`src/sv/bfpa_pkg.sv`:
```
`timescale 1ns / 1ps
// ----------------------------------------------------------------------------
// bfpa_pkg
// shared types and codes of the best-fit page allocator
// ----------------------------------------------------------------------------
package bfpa_pkg;
	localparam logic       REQ_ALLOC   = 1'b0;
	localparam logic       REQ_FREE    = 1'b1;
	localparam logic [1:0] ST_OK       = 2'd0;
	localparam logic [1:0] ST_BAD_SIZE = 2'd1;
	localparam logic [1:0] ST_NO_FIT   = 2'd2;
	localparam logic [1:0] ST_UNKNOWN  = 2'd3;

	// controller to datapath
	typedef struct packed {
		logic load;       // capture request
		logic scan_clr;   // clear scan state
		logic scan_step;  // look at one page
		logic rec_clr;    // start record search
		logic rec_step;   // look at one record
		logic mark_init;  // prepare page marking
		logic mark_step;  // write one page
		logic rec_write;  // write record for alloc
		logic rec_kill;   // invalidate found record
		logic mem_clr;    // clearing sweep step
	} bfpa_cmd_t;

	// datapath to controller
	typedef struct packed {
		logic is_free;
		logic size_bad;
		logic scan_done;
		logic found;
		logic rec_done;
		logic rec_hit;
		logic mark_done;
		logic clr_done;
	} bfpa_sts_t;
endpackage

```
`src/sv/best_fit_page_allocator_top.sv`:
```
`timescale 1ns / 1ps
// ----------------------------------------------------------------------------
// best_fit_page_allocator_top
// best-fit allocator of heap pages with a start/length record table
// ----------------------------------------------------------------------------
// One item at a time. After reset a sweep clears the page map before the
// first item is taken. An allocate walks the page map through its single ram
// port, one page per cycle, stopping early on an exact fit, then writes one
// page per cycle for the granted length. A free walks the record table at one
// record per cycle, then releases one page per cycle. Failed requests finish
// after the scan or the record walk, or straight after the decide state for a
// bad size.
module best_fit_page_allocator_top #(
	parameter int HEAP_PAGES  = 1024,
	parameter int MAX_RECORDS = 64
) (
	input  logic        clk,
	input  logic        arst_n,
	input  logic        in_valid,
	output logic        in_stall,
	input  logic        req_type,
	input  logic [31:0] size_bytes,
	input  logic [9:0]  free_page,
	output logic        out_valid,
	input  logic        out_stall,
	output logic        ok,
	output logic [9:0]  start_page,
	output logic [1:0]  status
);
	bfpa_pkg::bfpa_cmd_t cmd;
	bfpa_pkg::bfpa_sts_t sts;

	bfpa_ctrl u_ctrl (
		.clk(clk), .arst_n(arst_n), .in_valid(in_valid), .in_stall(in_stall),
		.out_valid(out_valid), .out_stall(out_stall), .cmd(cmd), .sts(sts)
	);

	bfpa_datapath #(.HEAP_PAGES(HEAP_PAGES), .MAX_RECORDS(MAX_RECORDS)) u_dp (
		.clk(clk), .arst_n(arst_n), .req_type(req_type), .size_bytes(size_bytes),
		.free_page(free_page), .cmd(cmd), .sts(sts), .res_ok(ok),
		.res_start(start_page), .res_status(status)
	);
endmodule

```
`src/sv/bfpa_ram.sv`:
```
`timescale 1ns / 1ps
// ----------------------------------------------------------------------------
// bfpa_ram
// generic single-port ram with registered read
// ----------------------------------------------------------------------------
module bfpa_ram #(
	parameter int WIDTH = 1,
	parameter int DEPTH = 16
) (
	input  logic                     clk,
	input  logic                     we,
	input  logic [$clog2(DEPTH)-1:0] addr,
	input  logic [WIDTH-1:0]         wdata,
	output logic [WIDTH-1:0]         rdata
);
	logic [WIDTH-1:0] mem_q [DEPTH];

	always_ff @(posedge clk) begin
		if (we) begin
			mem_q[addr] <= wdata;
		end
		rdata <= mem_q[addr];
	end
endmodule

```
`src/sv/bfpa_datapath.sv`:
```
`timescale 1ns / 1ps
// ----------------------------------------------------------------------------
// bfpa_datapath
// page map, record table, run scanner and result register
// ----------------------------------------------------------------------------
module bfpa_datapath #(
	parameter int HEAP_PAGES  = 1024,
	parameter int MAX_RECORDS = 64
) (
	input  logic               clk,
	input  logic               arst_n,
	input  logic               req_type,
	input  logic [31:0]        size_bytes,
	input  logic [9:0]         free_page,
	input  bfpa_pkg::bfpa_cmd_t cmd,
	output bfpa_pkg::bfpa_sts_t sts,
	output logic               res_ok,
	output logic [9:0]         res_start,
	output logic [1:0]         res_status
);
	localparam int PW = $clog2(HEAP_PAGES);
	localparam int CW = PW + 1;            // page counts up to HEAP_PAGES
	localparam int RW = $clog2(MAX_RECORDS);
	localparam int SW = $clog2(HEAP_PAGES + 2);

	logic          type_q;
	logic [20:0]   need_q;                 // pages from 32-bit byte size
	logic [9:0]    fpage_q;
	logic          size_bad_q;

	// page map
	logic          pm_we;
	logic [PW-1:0] pm_addr;
	logic          pm_wdata;
	logic          pm_rdata;

	// scan, each page read is issued ahead of its use through the registered ram read
	logic [SW-1:0] scan_p_q;               // page whose data is now at rdata
	logic          scan_vld_q;
	logic [CW-1:0] run_len_q;
	logic [PW-1:0] run_start_q;
	logic [CW-1:0] best_len_q;
	logic [PW-1:0] best_start_q;
	logic          found_q;
	logic          scan_done_q;

	// records
	logic [RW-1:0] rec_idx_q;
	logic [RW:0]   rec_cnt_q;
	logic [MAX_RECORDS-1:0] rec_valid_q;
	logic          rec_rd_vld_q;
	logic [RW-1:0] rec_rd_idx_q;
	logic          rec_hit_q;
	logic [RW-1:0] hit_idx_q;
	logic [PW-1:0] hit_start_q;
	logic [CW-1:0] hit_len_q;
	logic          rec_done_q;
	logic          slot_found;
	logic [RW-1:0] slot_idx;
	logic          rs_we;
	logic [RW-1:0] rs_addr;
	logic [PW-1:0] rs_wdata;
	logic [PW-1:0] rs_rdata;
	logic [CW-1:0] rl_wdata;
	logic [CW-1:0] rl_rdata;

	// marking
	logic [PW-1:0] mark_p_q;
	logic [CW-1:0] mark_left_q;
	logic          mark_val_q;
	logic [PW-1:0] clr_p_q;
	logic          clr_done_q;

	logic          cur_free;
	logic          run_end;
	logic [CW-1:0] run_len_nx;

	always_ff @(posedge clk) begin
		if (cmd.load) begin
			type_q     <= req_type;
			need_q     <= 21'((33'(size_bytes) + 33'd4095) >> 12);
			fpage_q    <= free_page;
			size_bad_q <= (size_bytes == 32'd0) ||
				(((33'(size_bytes) + 33'd4095) >> 12) > 33'(HEAP_PAGES));
		end
	end

	assign cur_free   = (scan_p_q < SW'(HEAP_PAGES)) && !pm_rdata;
	assign run_end    = scan_vld_q && !cur_free;
	assign run_len_nx = run_len_q + CW'(1);

	always_ff @(posedge clk or negedge arst_n) begin
		if (!arst_n) begin
			scan_p_q    <= '0;
			scan_vld_q  <= 1'b0;
			scan_done_q <= 1'b0;
			found_q     <= 1'b0;
			run_len_q   <= '0;
		end else if (cmd.scan_clr) begin
			scan_p_q    <= '0;
			scan_vld_q  <= 1'b0;
			scan_done_q <= 1'b0;
			found_q     <= 1'b0;
			run_len_q   <= '0;
		end else if (cmd.scan_step && !scan_done_q) begin
			scan_vld_q <= 1'b1;
			if (scan_vld_q) begin
				scan_p_q <= scan_p_q + SW'(1);
				if (cur_free) begin
					run_len_q <= run_len_nx;
				end else begin
					run_len_q <= '0;
					if (run_len_q != '0) begin
						if (21'(run_len_q) == need_q) begin
							found_q <= 1'b1;
						end else if (21'(run_len_q) > need_q &&
							(!found_q || run_len_q < best_len_q)) begin
							found_q <= 1'b1;
						end
					end
				end
				if (run_end && ((run_len_q != '0 && 21'(run_len_q) == need_q) ||
					scan_p_q == SW'(HEAP_PAGES))) begin
					scan_done_q <= 1'b1;
				end
			end
		end
	end

	always_ff @(posedge clk) begin
		if (cmd.scan_step && scan_vld_q && !scan_done_q) begin
			if (cur_free && run_len_q == '0) begin
				run_start_q <= PW'(scan_p_q);
			end
			if (!cur_free && run_len_q != '0 && (21'(run_len_q) == need_q ||
				(21'(run_len_q) > need_q && (!found_q || run_len_q < best_len_q)))) begin
				best_start_q <= run_start_q;
				best_len_q   <= run_len_q;
			end
		end
	end

	// lowest invalid slot
	always_comb begin
		slot_found = 1'b0;
		slot_idx   = '0;
		for (int i = MAX_RECORDS - 1; i >= 0; i--) begin
			if (!rec_valid_q[i]) begin
				slot_found = 1'b1;
				slot_idx   = RW'(i);
			end
		end
	end

	// free lookup walks the records, one read a cycle
	always_ff @(posedge clk or negedge arst_n) begin
		if (!arst_n) begin
			rec_valid_q  <= '0;
			rec_cnt_q    <= '0;
			rec_rd_vld_q <= 1'b0;
			rec_hit_q    <= 1'b0;
			rec_done_q   <= 1'b0;
		end else begin
			if (cmd.rec_clr) begin
				rec_cnt_q    <= '0;
				rec_rd_vld_q <= 1'b0;
				rec_hit_q    <= 1'b0;
				rec_done_q   <= 1'b0;
			end else if (cmd.rec_step && !rec_done_q) begin
				rec_rd_vld_q <= (rec_cnt_q < (RW+1)'(MAX_RECORDS));
				if (rec_cnt_q < (RW+1)'(MAX_RECORDS)) begin
					rec_cnt_q <= rec_cnt_q + (RW+1)'(1);
				end
				if (rec_rd_vld_q && rec_valid_q[rec_rd_idx_q] &&
					32'(rs_rdata) == 32'(fpage_q)) begin
					rec_hit_q  <= 1'b1;
					rec_done_q <= 1'b1;
				end else if (rec_rd_vld_q && rec_cnt_q == (RW+1)'(MAX_RECORDS)) begin
					rec_done_q <= 1'b1;
				end
			end
			if (cmd.rec_write) begin
				rec_valid_q[slot_idx] <= 1'b1;
			end
			if (cmd.rec_kill) begin
				rec_valid_q[hit_idx_q] <= 1'b0;
			end
		end
	end

	always_ff @(posedge clk) begin
		rec_rd_idx_q <= rec_idx_q;
		if (cmd.rec_step && rec_rd_vld_q && !rec_done_q) begin
			hit_idx_q   <= rec_rd_idx_q;
			hit_start_q <= rs_rdata;
			hit_len_q   <= rl_rdata;
		end
	end

	always_comb begin
		rec_idx_q = rec_cnt_q[RW-1:0];
	end

	assign rs_we    = cmd.rec_write;
	assign rs_addr  = cmd.rec_write ? slot_idx : rec_idx_q;
	assign rs_wdata = best_start_q;
	assign rl_wdata = CW'(need_q);

	bfpa_ram #(.WIDTH(PW), .DEPTH(MAX_RECORDS)) u_rec_start (
		.clk(clk), .we(rs_we), .addr(rs_addr), .wdata(rs_wdata), .rdata(rs_rdata)
	);
	bfpa_ram #(.WIDTH(CW), .DEPTH(MAX_RECORDS)) u_rec_len (
		.clk(clk), .we(rs_we), .addr(rs_addr), .wdata(rl_wdata), .rdata(rl_rdata)
	);

	// marking and clearing sweep
	always_ff @(posedge clk or negedge arst_n) begin
		if (!arst_n) begin
			clr_p_q     <= '0;
			clr_done_q  <= 1'b0;
			mark_left_q <= '0;
		end else begin
			if (cmd.mem_clr) begin
				clr_p_q <= clr_p_q + PW'(1);
				if (clr_p_q == PW'(HEAP_PAGES - 1)) begin
					clr_done_q <= 1'b1;
				end
			end
			if (cmd.mark_init) begin
				mark_left_q <= type_q ? hit_len_q : CW'(need_q);
			end else if (cmd.mark_step && mark_left_q != '0) begin
				mark_left_q <= mark_left_q - CW'(1);
			end
		end
	end

	always_ff @(posedge clk) begin
		if (cmd.mark_init) begin
			mark_p_q   <= type_q ? hit_start_q : best_start_q;
			mark_val_q <= !type_q;
		end else if (cmd.mark_step) begin
			mark_p_q <= mark_p_q + PW'(1);
		end
	end

	always_comb begin
		pm_we    = 1'b0;
		pm_wdata = 1'b0;
		pm_addr  = PW'(scan_p_q + SW'(scan_vld_q));
		if (cmd.mem_clr) begin
			pm_we   = 1'b1;
			pm_addr = clr_p_q;
		end else if (cmd.mark_step && mark_left_q != '0) begin
			pm_we    = 1'b1;
			pm_wdata = mark_val_q;
			pm_addr  = mark_p_q;
		end
	end

	bfpa_ram #(.WIDTH(1), .DEPTH(HEAP_PAGES)) u_page_map (
		.clk(clk), .we(pm_we), .addr(pm_addr), .wdata(pm_wdata), .rdata(pm_rdata)
	);

	// result register, a granted item is never overwritten by a failure code
	always_ff @(posedge clk) begin
		if (cmd.load) begin
			res_ok <= 1'b0;
		end
		if (cmd.mark_init) begin
			res_ok     <= 1'b1;
			res_status <= bfpa_pkg::ST_OK;
			res_start  <= type_q ? 10'd0 : 10'(best_start_q);
		end else if (!res_ok && cmd.rec_write == 1'b0 && cmd.scan_step == 1'b0 &&
			cmd.rec_step == 1'b0 && cmd.mark_step == 1'b0 && cmd.load == 1'b0 &&
			cmd.mem_clr == 1'b0 && cmd.rec_kill == 1'b0) begin
			if (type_q == bfpa_pkg::REQ_FREE && rec_done_q && !rec_hit_q) begin
				res_ok <= 1'b0; res_start <= 10'd0; res_status <= bfpa_pkg::ST_UNKNOWN;
			end else if (type_q == bfpa_pkg::REQ_ALLOC && size_bad_q) begin
				res_ok <= 1'b0; res_start <= 10'd0; res_status <= bfpa_pkg::ST_BAD_SIZE;
			end else if (type_q == bfpa_pkg::REQ_ALLOC && scan_done_q &&
				(!found_q || !slot_found)) begin
				res_ok <= 1'b0; res_start <= 10'd0; res_status <= bfpa_pkg::ST_NO_FIT;
			end
		end
	end

	assign sts.is_free   = type_q;
	assign sts.size_bad  = size_bad_q;
	assign sts.scan_done = scan_done_q;
	assign sts.found     = found_q && slot_found;
	assign sts.rec_done  = rec_done_q;
	assign sts.rec_hit   = rec_hit_q;
	assign sts.mark_done = (mark_left_q == '0);
	assign sts.clr_done  = clr_done_q;
endmodule

```
`src/sv/bfpa_ctrl.sv`:
```
`timescale 1ns / 1ps
// ----------------------------------------------------------------------------
// bfpa_ctrl
// sequencer for allocate and free requests
// ----------------------------------------------------------------------------
module bfpa_ctrl (
	input  logic                clk,
	input  logic                arst_n,
	input  logic                in_valid,
	output logic                in_stall,
	output logic                out_valid,
	input  logic                out_stall,
	output bfpa_pkg::bfpa_cmd_t cmd,
	input  bfpa_pkg::bfpa_sts_t sts
);
	localparam logic [3:0] S_CLEAR  = 4'd0;
	localparam logic [3:0] S_IDLE   = 4'd1;
	localparam logic [3:0] S_DECIDE = 4'd2;
	localparam logic [3:0] S_SCAN   = 4'd3;
	localparam logic [3:0] S_REC    = 4'd4;
	localparam logic [3:0] S_MINIT  = 4'd5;
	localparam logic [3:0] S_MARK   = 4'd6;
	localparam logic [3:0] S_FAIL   = 4'd7;
	localparam logic [3:0] S_OUT    = 4'd8;

	logic [3:0] state_q;
	logic [3:0] state_nx;
	logic       out_valid_q;

	always_comb begin
		cmd      = '0;
		state_nx = state_q;
		unique case (state_q)
			S_CLEAR: begin
				cmd.mem_clr = 1'b1;
				if (sts.clr_done) begin
					cmd.mem_clr = 1'b0;
					state_nx    = S_IDLE;
				end
			end
			S_IDLE: begin
				if (in_valid && !out_valid_q) begin
					cmd.load     = 1'b1;
					cmd.scan_clr = 1'b1;
					cmd.rec_clr  = 1'b1;
					state_nx     = S_DECIDE;
				end
			end
			S_DECIDE: begin
				if (sts.is_free) begin
					state_nx = S_REC;
				end else if (sts.size_bad) begin
					state_nx = S_FAIL;
				end else begin
					state_nx = S_SCAN;
				end
			end
			S_SCAN: begin
				if (sts.scan_done) begin
					state_nx = sts.found ? S_MINIT : S_FAIL;
				end else begin
					cmd.scan_step = 1'b1;
				end
			end
			S_REC: begin
				if (sts.rec_done) begin
					state_nx = sts.rec_hit ? S_MINIT : S_FAIL;
				end else begin
					cmd.rec_step = 1'b1;
				end
			end
			S_MINIT: begin
				cmd.mark_init = 1'b1;
				cmd.rec_write = !sts.is_free;
				cmd.rec_kill  = sts.is_free;
				state_nx      = S_MARK;
			end
			S_MARK: begin
				cmd.mark_step = 1'b1;
				if (sts.mark_done) begin
					cmd.mark_step = 1'b0;
					state_nx      = S_OUT;
				end
			end
			S_FAIL: begin
				state_nx = S_OUT;
			end
			S_OUT: begin
				state_nx = S_IDLE;
			end
			default: begin
				state_nx = S_IDLE;
			end
		endcase
	end

	always_ff @(posedge clk or negedge arst_n) begin
		if (!arst_n) begin
			state_q     <= S_CLEAR;
			out_valid_q <= 1'b0;
		end else begin
			state_q <= state_nx;
			if (state_q == S_OUT) begin
				out_valid_q <= 1'b1;
			end else if (!out_stall) begin
				out_valid_q <= 1'b0;
			end
		end
	end

	assign in_stall  = (state_q != S_IDLE) || out_valid_q;
	assign out_valid = out_valid_q;
endmodule

```
`config.mk`:
```
export PLATFORM = sky130hd
export DESIGN_NAME = best_fit_page_allocator_top
export DESIGN_NICKNAME = d
export VERILOG_FILES = /design/src/sv/bfpa_pkg.sv /design/src/sv/best_fit_page_allocator_top.sv /design/src/sv/bfpa_ram.sv /design/src/sv/bfpa_datapath.sv /design/src/sv/bfpa_ctrl.sv
export SDC_FILE = /design/constraint.sdc
export NUM_CORES = 2
export LEC_CHECK = 0
export BUFFER_PORTS_ARGS = -buffer_cell sky130_fd_sc_hd__buf_2
export CORE_MARGIN = 2
export CORE_UTILIZATION = 44
export CTS_CLUSTER_DIAMETER = 30
export DETAILED_ROUTE_END_ITERATION = 7
export PLACE_DENSITY_LB_ADDON = 0.12
export SYNTH_ARGS = -nofsm -noshare
export SYNTH_HDL_FRONTEND = slang
export SYNTH_HIERARCHICAL = 1
export SYNTH_SLANG_ARGS = --single-unit
```
`constraint.sdc`:
```
create_clock -name clk -period 116 [get_ports clk]
set_input_delay 17.4 -clock clk [delete_from_list [all_inputs] [get_ports clk]]
set_output_delay 17.4 -clock clk [all_outputs]
set_load 0.03 [all_outputs]
```
==> flow_metrics.env <==
export IMPL_status="finished clean"
export IMPL_routabilityCongestion=0.8800
export IMPL_crit_slowest_cell="dfrtp_1"
export IMPL_ys_seq_elements=2637
export IMPL_die_area_mm2=0.2544
export IMPL_power_per_cell_area_mw_per_mm2=27.97
export IMPL_ctsHoldBuffers=0
export IMPL_period_needed_ps=19680
export IMPL_dr_pass1_iters=6
export IMPL_rsz0062_at_grt="no"
export IMPL_path_clk_slew_ps=50
export IMPL_final_nets=7941
export IMPL_cp_depth=3
export IMPL_slew_headroom_pct=6.707
export IMPL_track_usage_pct=26.28
export IMPL_fmax_mhz=50.81
export IMPL_r2r_end="u_dp/u_page_map/rdata"
export IMPL_via_per_inst=6.054
export IMPL_skew_ps=101.6
export IMPL_cts_root_buf="clkbuf_16"
export IMPL_clkSinkCount=2637
export IMPL_worst_r2r_setup_slack_ps=108620
export IMPL_whs_path_depth=0
export IMPL_cp_required_ps=98600
export IMPL_hold_start="u_dp/u_rec_len/rdata[0]"
export IMPL_crit_chain="nor4b_1, nand2_1, buf_2"
export IMPL_critical_path_top_delay_family="simple AND/OR/NAND/NOR gates"
export IMPL_avgSynthCellArea_um2=14.42
export IMPL_setup_ws_ps=96320
export IMPL_final_util_pct=53.15
export IMPL_rr_worst_depth=21
export IMPL_coreArea_mm2=0.2489
export IMPL_antenna_found_initial=3
export IMPL_hold_violations=0
export IMPL_worst_pin_slew_ps=1394
export IMPL_ys_warn_count=6
export IMPL_grt_pass1_vias=70010
export IMPL_end_kind="output port"
export IMPL_fin_setup_tns_ps=0
export IMPL_whs_ps=404.8
export IMPL_cts_tree="yes"
export IMPL_cts_buffers=573
export IMPL_finalSetupViolCount=0
export IMPL_synth_flop_cell="edfxtp_1"
export IMPL_grt_max_degree=275
export IMPL_start_util_pct=44.26
export IMPL_ant_nets=0
export IMPL_die_y_um=504.3
export IMPL_synthCells=7640
export IMPL_slew_violations=0
export IMPL_io_buffer_count=61
export IMPL_cts_max_level=6
export IMPL_grt_pass1_wl_mm=492.0
export IMPL_num_rows=183
export IMPL_worstReg2RegStart="u_dp/mark_left_q[3]"
export IMPL_die_x_um=504.3
export IMPL_area_delta_synth_final_pct=20.09
export IMPL_first_iter_violations=7490
export IMPL_cts_buffer_depth=4
export IMPL_crit_buf_inv=1
export IMPL_worstSetupPathType="flip-flop to output port"
export IMPL_place_ws_ps=96280
export IMPL_hold_path_class="flip-flop to flip-flop"
export IMPL_ir_worst_vdd_uv=42.82
export IMPL_insertion_delay_ps=1010
export IMPL_cts_resized=0
export IMPL_critPathLaunchType="flip-flop"
export IMPL_post_drt_wl_per_cell_um=29.41
export IMPL_drc=0
export IMPL_layout_drive_gt1_share_pct=16.50
export IMPL_worst_path_max_fanout=16
export IMPL_crit_path_max_incr_delay_ps=560
export IMPL_holdPathEnd="u_dp/hit_len_q[0]"
export IMPL_cp_arrival_ps=2280
export IMPL_synth_async_reset_ratio_pct=4.778
export IMPL_fillers=20610
export IMPL_max_cap_violations=0
export IMPL_synth_nets=7719
export IMPL_synth_edf_count=2480
export IMPL_via_count=70370
export IMPL_synth_area_mm2=0.1101
export IMPL_synth_seq_area_share_pct=71.04
export IMPL_io_pins=62
export IMPL_ys_types=107
export IMPL_power_leakage_nw=43.22
export IMPL_finalCritPeriodShare_pct=16.97
export IMPL_post_cts_buffers=0
export IMPL_routed_wl_mm=341.8
export IMPL_overflow=0
export IMPL_hpwl_mm=184.1
-- Yosys cell counts, drive strengths merged, types with 32 or more instances --
| library cell | n | share of area, % |
|---|---|---|
| mux2 | 64 | 0.65 |
| nand3 | 84 | 0.38 |
| mux2i | 588 | 5.3 |
| a221oi | 246 | 2.0 |
| nand2 | 261 | 0.89 |
| nand4 | 55 | 0.31 |
| mux4 | 92 | 1.9 |
| edfxtp | 2480 | 68 |
| a22oi | 152 | 1.0 |
| and3 | 34 | 0.19 |
| a31oi | 37 | 0.22 |
| nor2 | 1402 | 4.8 |
| o21ai | 117 | 0.53 |
| o22ai | 279 | 1.6 |
| xnor2 | 48 | 0.38 |
| nor4 | 78 | 0.45 |
| clkbuf | 280 | 0.96 |
| o22a | 32 | 0.25 |
| dfrtp | 126 | 2.9 |
| ha | 32 | 0.36 |
| inv | 70 | 0.24 |
| buf | 319 | 1.7 |
| nor3 | 76 | 0.36 |
| xor2 | 37 | 0.29 |
| a21oi | 148 | 0.67 |
-- state kept, by name, summed over array words and instances (netlist names), 11 cells and up --
name                    count
u_dp/u_rec_len/rdata       11
u_dp/u_rec_len/mem_q      704
u_dp/u_page_map/mem_q    1024
u_dp/hit_len_q             11
u_dp/scan_p_q              11
u_dp/u_rec_start/mem_q    640
u_dp/rec_valid_q           64
u_dp/mark_left_q           11
u_dp/best_len_q            11
u_dp/need_q                21
u_dp/run_len_q             11
-- through the flow --
step / total power, mW / cell area (um2) / instances
floorplan: 1.806 / 110100 / 7640
global placement: 2.146 / 113700 / 10620
detailed placement: 2.150 / 113700 / 10620
CTS: 3.710 / 132300 / 11620
global route: 3.816 / 132300 / 11620
finish: 3.699 / 132300 / 11630
-- per-layer routing --
| metal | track usage (%) | routed length, um | vias to the layer above |
|---|---|---|---|
| met5 | 0 | 12 | - |
| met4 | 10.42 | 13290 | 2 |
| met3 | 4.847 | 25530 | 742 |
| met2 | 43.22 | 165900 | 3046 |
| met1 | 34.53 | 137100 | 36500 |
| li1 | - | - | 30080 |
-- cell type report --
class                           instances  area, um2  area share (%)
Clock inverter                        347       3804           2.876
Antenna cell                            4      10.01        0.007567
Tap cell                             3330       4167           3.150
Timing Repair Buffer                  246       1788           1.352
Sequential cell                      2637      78250           59.15
Inverter                               72      270.3          0.2043
Clock buffer                          657      14780           11.17
Multi-Input combinational cell       4332      29210           22.09
-- cells in the final DEF, fill, tap and decap left out, types with 104 or more instances in the layout --
master and instances:
a221oi_1 243, edfxtp_1 2480, o22ai_1 278, buf_4 178
nand2_1 229, dfrtp_1 126, o21ai_0 104, clkbuf_16 575
a21oi_1 148, a22oi_1 151, mux2i_1 588, nor2_1 1392
-- how the worst max path moves through the flow --
stage | from | slack [ps] | to
2_1_floorplan | u_dp/mark_left_q[0] | 65290 | u_dp/u_page_map/mem_q[0]
3_3_place_gp | size_bytes[1] | 96340 | u_dp/need_q[19]
3_5_place_dp | size_bytes[4] | 96280 | u_dp/need_q[19]
4_1_cts | u_ctrl/state_q[1] | 96280 | in_stall
5_1_grt | u_ctrl/state_q[1] | 96080 | in_stall
6_report | u_ctrl/state_q[1] | 96320 | in_stall
-- report_power, final --
| part | internal [mW] | switching, mW |
|---|---|---|
| registers | 1.09 | 0.0257 |
| logic | 0.332 | 0.700 |
| clock network | 1.04 | 0.510 |
-- kinds of logic (layout without fill, tap and decap cells) --
family | after synthesis | after routing | synth area share [%]
other | 0 | 4 | 0
multiplexers | 744 | 744 | 7.889
AND/OR/NAND/NOR | 2197 | 2197 | 8.768
buffers and inverters | 671 | 1322 | 2.885
flip-flops | 2637 | 2637 | 71.04
XOR/XNOR | 85 | 85 | 0.6759
AO/OA/AOI/OAI | 1274 | 1274 | 8.382
adder cells (fa/ha/maj) | 32 | 32 | 0.3635
(Power assumes the default switching activity.)
